File: config.mk
export PLATFORM = sky130hd
export DESIGN_NAME = tlpq_cell
export DESIGN_NICKNAME = d
export VERILOG_FILES = /design/src/sv/tlpq_pkg.sv /design/src/sv/tlpq_cell.sv
export SDC_FILE = /design/constraint.sdc
export NUM_CORES = 1
export LEC_CHECK = 0
export BUFFER_PORTS_ARGS = -buffer_cell sky130_fd_sc_hd__buf_2
export CAP_MARGIN = 0
export CORE_ASPECT_RATIO = 1.1
export CORE_MARGIN = 1.5
export CORE_UTILIZATION = 35
export CTS_CLUSTER_SIZE = 14
export DETAILED_ROUTE_END_ITERATION = 10
export PLACE_DENSITY = 0.68
export SYNTH_ARGS = -nofsm -noshare
export SYNTH_HDL_FRONTEND = slang
export SYNTH_SLANG_ARGS = --single-unit
export TNS_END_PERCENT = 20
File: constraint.sdc
create_clock -name clk_i -period 2 [get_ports clk_i]
set_input_delay 0.2 -clock clk_i [delete_from_list [all_inputs] [get_ports clk_i]]
set_output_delay 0.2 -clock clk_i [all_outputs]
set_load 0.05 [all_outputs]
File: src/sv/tlpq_pkg.sv
package tlpq_pkg;

  localparam int unsigned Capacity = 64;
  localparam int unsigned DataW    = 32;
  localparam int unsigned LevelW   = 2;
  localparam int unsigned FillW    = 7;
  localparam int unsigned StatusW  = 2;

  localparam logic KIND_ENQ = 1'b0;
  localparam logic KIND_DEQ = 1'b1;

  localparam logic [StatusW-1:0] ST_OK    = 2'd0;
  localparam logic [StatusW-1:0] ST_FULL  = 2'd1;
  localparam logic [StatusW-1:0] ST_EMPTY = 2'd2;

  localparam logic [LevelW-1:0] LEVEL_TOP = '1;

  typedef struct packed {
    logic              valid;
    logic [LevelW-1:0] level;
    logic [DataW-1:0]  data;
  } tlpq_entry_t;

  typedef struct packed {
    logic        enq;
    logic        deq;
    tlpq_entry_t ins;
  } tlpq_ctrl_t;

endpackage

File: src/sv/tlpq_cell.sv
module tlpq_cell
  import tlpq_pkg::*;
(
  input  logic        clk_i,
  input  logic        rst_ni,
  input  tlpq_ctrl_t  ctrl_i,
  input  tlpq_entry_t prev_i,
  input  tlpq_entry_t next_i,
  output tlpq_entry_t entry_o
);

  tlpq_entry_t entry_q, entry_d;

  // Cells stay sorted by level, highest first, arrival order within a level.
  always_comb begin
    entry_d = entry_q;
    if (ctrl_i.deq) begin
      entry_d = next_i;
    end else if (ctrl_i.enq) begin
      priority if (entry_q.valid && (entry_q.level >= ctrl_i.ins.level)) begin
        entry_d = entry_q;
      end else if (prev_i.valid && (prev_i.level >= ctrl_i.ins.level)) begin
        entry_d = ctrl_i.ins;
      end else begin
        entry_d = prev_i;
      end
    end
  end

  always_ff @(posedge clk_i or negedge rst_ni) begin
    if (!rst_ni) begin
      entry_q <= '0;
    end else begin
      entry_q <= entry_d;
    end
  end

  assign entry_o = entry_q;

endmodule

Word-level counts from Yosys, hierarchy flattened
Index checks and enable logic that the tools add are counted.
{ "classes": {"n_addsub": 0, "n_mul": 0, "div": 0, "magnitude_cmp": 2, "eq_ne": 1, "shift": 0, "mux": 4, "n_bitwise": 0, "n_reduce_logical": 4} }
{ "op_table": {"columns": ["operator", "n"], "rows": [
  ["$mux 35", 4],
  ["$ge 2x2->1", 2],
  ["$logic_and 1x1->1", 2],
  ["$ne 2x2->1 const B", 1],
  ["$reduce_and 2->1", 1],
  ["$reduce_bool 2->1", 1]
]} }
{ "word_totals": {"register_bits": 35, "latchBits": 0, "mem_bits_rw": 0, "rom_bits": 0, "in_bits": 109, "mem_count": 0} }

Depth between registers and ports, before layout
Gate-level depths: netlist (run 1).
{ "logic_depth": {"depth_word": 6, "mapped_depth": 8} }

Least setup slack after synthesis (run 1)
Ideal clock, no wire load.
{ "synth_timing": {"path_kind": "reg2reg", "startpoint": "register entry_q (netlist bit entry_o[32])", "endpoint": "register entry_q (netlist bit entry_o[24])", "arrival_ns": 1.971, "slack_ns": -0.057, "stages_incl_launch_ff": 8, "path_buffers": 1, "synth_period_minus_slack_ns": 2.057, "cell_sequence": "dfrtp_1 > clkinv_1 > ha_1 > nand2b_4 > a21oi_4 > buf_6 > or4b_1 > o211ai_1"} }
{ "synth_via": {"elab_chain_len": 4} }
{ "synth_rtl": {"columns": ["item", "line_no", "source"], "rows": [
  ["from (decl)", "tlpq_cell.sv:12", "tlpq_entry_t entry_q, entry_d;"],
  ["from (signal assigned)", "tlpq_cell.sv:34", "entry_q <= entry_d;"],
  ["$ge 2x2->1", "tlpq_cell.sv:20", "priority if (entry_q.valid && (entry_q.level >= ctrl_i.ins.level)) begin"],
  ["$logic_and 1x1->1", "tlpq_cell.sv:20", null],
  ["$ne 2x2->1 (no source line)", null, null],
  ["$reduce_and 2->1 (no source line)", null, null]
]} }
No other way between the ends.
A chain may end at the register's enable or synchronous reset.

Final worst setup path (run 1)
{ "layout_timing": {"startpoint": "register entry_q (netlist bit entry_o[32])", "endpoint": "register entry_q (netlist bit entry_o[16])"} }
The elaborated chain is that of the path after synthesis.

==> impl_metrics.yaml, run 1 <==
status:
  status: "complete, but fails checks"
  violations: "negative hold slack"
placed_design:
  dp_hpwl_um: 4442
  place_area_um2: 3018
  gp_congestion: 0.7685
  numPortBuffers: 143
power:
  swShare_pct: 41.60
  clkPwrFrac_pct: 20.8
  p_per_area_nw_per_um2: 777.8
  seqPwrFrac_pct: 36.1
  power.leakage_nw: 1.519
  internal_power_mw: 1.409
  peakVddDrop_uv: 324.4
  p_comb_share_pct: 43.1
  switchingPower_mw: 1.004
critical_path:
  worstPathRequired_ps: 2190
  path_delay_family: "buffers and inverters"
  crit_buf_inv: 3
  crit_top_cell: "buf_4"
  slowest_delay_ps: 360
  path_cells: "clkinv_1 > ha_1 > nand2b_4 > a21oi_4 > buf_4 > o21ai_2 > buf_4 > o211ai_1"
  r2r_slack_ps: 200
  start_kind: "register"
  path_max_fanout: 20
  crit_slowest_cell: "dfrtp_2"
  critPathCaptureType: "register"
  worstSetupPathType: "register to register"
  critical_path_arrival_ps: 1990
synthesis:
  ys_seq_area_share_pct: 38.44
  ys_ff_latch: 35
  synthDistinctLibCells: 25
  synthCells: 213
  syn_nets: 326
  ys_warn_count: 0
  synth_area_per_cell_um2: 10.70
  post_synth_instance_area_um2: 2278
routing:
  wl_um: 6110
  routed-via-count: 2143
  antenna_left: 0
  drtIter0Drc: 69
  first_pass_iters: 4
  wl_per_cell_um: 14.18
  remaining_drc_errors: 0
  vias_per_cell: 4.972
cts:
  cts_root_buffer: "clkbuf_8"
  clk_latency_ps: 280
  cts_sinks: 35
  cts_made_buffers: 5
  postCtsResizedCells: 0
  cts_max_path_buffers: 2
  cts_setup_buffers: 0
  cts_tree: "built"
  cts_hold_buf: 0
  htreeDepth: 2
  clk_pin_slew_ps: 70
sta:
  fin_crit_ps: 1803
  final.period_utilization_pct: 90.13
  whs_ps: -0.4084
  finalMaxSlewViolations: 0
  worstMarginPinSlew_ps: 802.2
  setup-tns-final_ps: 0
  rsz0062_at_grt: "false"
  slew_headroom_pct: 46.52
  setup_viol: 0
  fmax_ghz: 0.5547
  hold_viol: 1
  skew_ps: 1.880
finish:
  nNetsFinal: 463
  drive_gt1_share_pct: 47.29
  largest_register_ffs: 35
  design_area_um2: 3103
  fill_cells: 617
  area_growth_pct: 36.19
  antenna_cells: 0
worst_hold_path:
  hold_class: "input pin to asynchronous set/reset pin"
flow_run:
  maxCapViolCount: 0
grt:
  grt_pass1_wl_um: 9860
  grt_max_degree: 70
  grt.total_usage_pct: 17.84
  overflow: 0
  grt_pass1_vias: 2105
  grt_antenna_before_repair: 0
die:
  ioPinCount: 144
  rows: 30
  die_w_um: 79.93
  core_um2: 6231
  start_util_pct: 36.57
  die-area_um2: 7003
  die_h_um: 87.62
[power by group through the flow]
stage | clock network [mW] | logic (mW) | registers, mW
after floorplan | 0 | 0.376 | 1.26
after global placement | 0 | 1.04 | 0.883
after detailed placement | 0 | 1.05 | 0.882
after CTS | 0.532 | 1.05 | 0.872
after global routing | 0.559 | 1.12 | 0.887
final | 0.502 | 1.04 | 0.871
[synthesized netlist by cell type (all sizes together)]
library cell	count	area share (%)
buf	14	6.1
mux2i	34	15
nor2	1	0.16
a21oi	2	0.93
ha	4	2.2
o21ba	1	0.44
clkbuf	7	1.2
clkinv	1	0.16
dfrtp	35	38
inv	3	0.49
nor2b	1	0.27
o211ai	34	11
o221ai	1	0.38
o21ai	2	0.60
nand2b	4	1.4
nand2	34	5.6
a31oi	1	0.27
or4	1	0.33
or4b	33	15
[worst register-to-register path, stage by stage, from the launching register on]
cell      delay [ps]
dfrtp_2          360
clkinv_1          70
ha_1             260
nand2b_4         150
a21oi_4          140
buf_4            240
o21ai_2          100
buf_4            200
o211ai_1         210
[layout make-up]
class,count,area (µm²),share of cell area (%)
Multi-Input combinational cell,153,1225,39.48
Sequential cell,35,877.1,28.27
Timing Repair Buffer,151,800.8,25.81
Tap cell,80,100.1,3.226
Clock buffer,6,72.57,2.339
Inverter,4,15.01,0.4839
Clock inverter,2,12.51,0.4032
[kinds of logic after synthesis]
logic type      Yosys count  share of synthesized area [%]
compound gates           41                          14.06
fa+ha+maj                 4                          2.197
buf+inv                  25                          7.908
flops                    35                          38.44
mux                      34                          14.94
simple gates             74                          22.46
[worst paths after layout]
check / start / endpoint / cells past startpoint
setup / recovery: entry_o[32] / entry_o[16] / 8
hold / removal: rst_ni / entry_o[34] / 1
setup reg to reg: entry_o[32] / entry_o[16] / 8
hold reg to reg: entry_o[34] / entry_o[34] / 2
max in group asynchronous: rst_ni / entry_o[32] / 1
min in group clk_i: next_i[30] / entry_o[30] / 3
[routing by layer]
metal,vias to the layer above,part of all wire (%),wire length [µm],global-route usage (%)
met4,0,0.49,30,4.232
met5,-,0,0,0
met1,965,44,2680,23.16
met2,93,49,2972,30.79
met3,2,7.0,426,3.229
li1,1083,-,-,-
[placed cells by master, fill, tap and decap left out, types with 3 or more instances in the layout]
| cell | synthesis | routed |
|---|---|---|
| inv_1 | 3 | 3 |
| or4b_1 | 32 | 32 |
| dfrtp_1 | 35 | 34 |
| nand2b_1 | 3 | 3 |
| mux2i_1 | 34 | 34 |
| buf_2 | 3 | 143 |
| buf_4 | 0 | 6 |
| ha_1 | 4 | 4 |
| nand2_1 | 34 | 34 |
| clkbuf_8 | 0 | 5 |
| o211ai_1 | 33 | 33 |
[through the flow]
step           power (mW)  cells  setup WS (ps)  hold slack (ps)  utilization (%)
6_report            2.413    431          197.4          -0.4084            49.80
5_1_grt             2.561    431          45.98            73.33            49.80
4_1_cts             2.456    431          174.3            27.29            49.80
3_5_place_dp        1.934    423          179.5            342.7            48.43
3_3_place_gp        1.918    423          247.9            336.2            48.43
2_1_floorplan       1.637    213          96.72           -95.59                -
(Power assumes the default switching activity.)
==> run 2, diff against run 1 <==
CTS_BUF_LIST = sky130_fd_sc_hd__clkbuf_16   (was not set)
==> impl_metrics.yaml, run 2 (synthesized netlist as in run 1, its figures left out) <==
power:
  seqPwrFrac_pct: 32.9
  swShare_pct: 38.81
  peakVddDrop_uv: 417.0
  p_comb_share_pct: 39.3
  p_per_area_nw_per_um2: 838.7
  power.leakage_nw: 1.549
  switchingPower_mw: 1.028
  power.total_mw: 2.650
  clkPwrFrac_pct: 27.8
  internal_power_mw: 1.621
placed_design:
  dp_hpwl_um: 4442
  gp_congestion: 0.7685
  numPortBuffers: 143
  place_area_um2: 3018
finish:
  design_area_um2: 3159
  fill_cells: 616
  drive_gt1_share_pct: 47.29
  final_common_cell: "buf_2"
  antenna_cells: 0
  final_cell_mix: "buf_2, mux2i_1, nand2_1, dfrtp_1, o211ai_1"
  area_growth_pct: 38.66
  largest_register_ffs: 35
  nNetsFinal: 463
critical_path:
  rr_worst_depth: 8
  start_kind: "register"
  r2r_slack_ps: 200
  critPathCaptureType: "register"
  critical_path_arrival_ps: 1980
  rr_endpoint: "entry_o[16]"
  worstPathRequired_ps: 2180
  path_max_fanout: 20
  worstSetupPathType: "register to register"
  r2r_start: "entry_o[32]"
grt:
  grt.total_usage_pct: 17.95
  grt_pass1_vias: 2117
  grt_pass1_wl_um: 9901
  grt_max_degree: 70
  overflow: 0
  grt_antenna_before_repair: 0
cts:
  cts_made_buffers: 5
  cts_tree: "built"
  postCtsResizedCells: 0
  clk_latency_ps: 270
  cts_sinks: 35
  cts_hold_buf: 0
  cts_root_buffer: "clkbuf_16"
  cts_setup_buffers: 0
  cts_max_path_buffers: 2
  htreeDepth: 2
  clk_pin_slew_ps: 50
routing:
  routed-via-count: 2156
  drtIter0Drc: 76
  vias_per_cell: 5.002
  antenna_left: 0
  remaining_drc_errors: 0
  routed.top_layer: "met4"
  wl_um: 6109
  first_pass_iters: 4
  route.met3.wl_um: 415
  m1WireLength_um: 2741
  wl_per_cell_um: 14.17
  dr_wl_met2_um: 2923
die:
  rows: 30
  core_um2: 6231
  die_w_um: 79.93
  ioPinCount: 144
  die-area_um2: 7003
  die_h_um: 87.62
  start_util_pct: 36.57
sta:
  setup_viol: 0
  fmax_ghz: 0.5561
  hold_viol: 0
  worstMarginPinSlew_ps: 802.5
  setup-tns-final_ps: 0
  rsz0062_at_grt: "false"
  finalMaxSlewViolations: 0
  fin_crit_ps: 1798
  whs_ps: 12.61
  final.period_utilization_pct: 89.91
  skew_ps: 1.268
  slew_headroom_pct: 46.50
flow_run:
  maxCapViolCount: 0
worst_hold_path:
  hold_class: "input pin to asynchronous set/reset pin"
status:
  status: "finished clean"
[run 2: cell count changes in the layout (fill, tap and decap cells not counted), sizes merged]
cell / before / now
inv: 3 / 4
clkbuf: 6 / 5
[run 2: power by group through the flow]
| stage | registers, mW | logic, mW | clock network [mW] |
|---|---|---|---|
| floorplan | 1.26 | 0.376 | 0 |
| global placement | 0.883 | 1.04 | 0 |
| detailed placement | 0.882 | 1.05 | 0 |
| CTS | 0.873 | 1.05 | 0.766 |
| global route | 0.889 | 1.11 | 0.800 |
| finish | 0.872 | 1.04 | 0.736 |
[run 2: critical path, stage by stage (launching register included)]
cell and delay [ps]:
dfrtp_2 350, clkinv_1 70, ha_1 260, nand2b_4 150, a21oi_4 140, buf_4 240
o21ai_2 100, buf_4 200, o211ai_1 200
[run 2: final cells by class]
type / instances / area, µm² / share of cell area, %
inverters: 4 / 15.01 / 0.4752
clock inverters: 3 / 16.27 / 0.5149
repair buffers: 151 / 800.8 / 25.35
flip-flops and latches: 35 / 877.1 / 27.76
multi-input cells: 153 / 1225 / 38.77
clock buffers: 5 / 125.1 / 3.960
well taps: 80 / 100.1 / 3.168
[run 2: how the worst max path moves through the flow]
stage           startpoint  slack, ps           to  depth (start not counted)
3_5_place_dp   entry_o[32]        180  entry_o[23]                          8
5_1_grt        entry_o[32]         60  entry_o[23]                          8
3_3_place_gp   entry_o[32]        250  entry_o[13]                          7
6_report       entry_o[32]        200  entry_o[16]                          8
4_1_cts        entry_o[32]        180  entry_o[16]                          8
2_1_floorplan  entry_o[32]        100  entry_o[24]                          7
[run 2: through the flow]
stage	setup WS (ps)	std cells	utilization, %
after floorplan	96.72	213	-
after global placement	247.9	423	48.43
after detailed placement	179.5	423	48.43
after CTS	178.5	431	50.70
after global routing	55.38	431	50.70
final	201.8	431	50.70
[run 2: layer usage]
layer	vias up	track usage [%]
li1	1084	-
met1	978	23.29
met2	92	30.79
met3	2	3.542
met4	0	4.232
met5	-	0
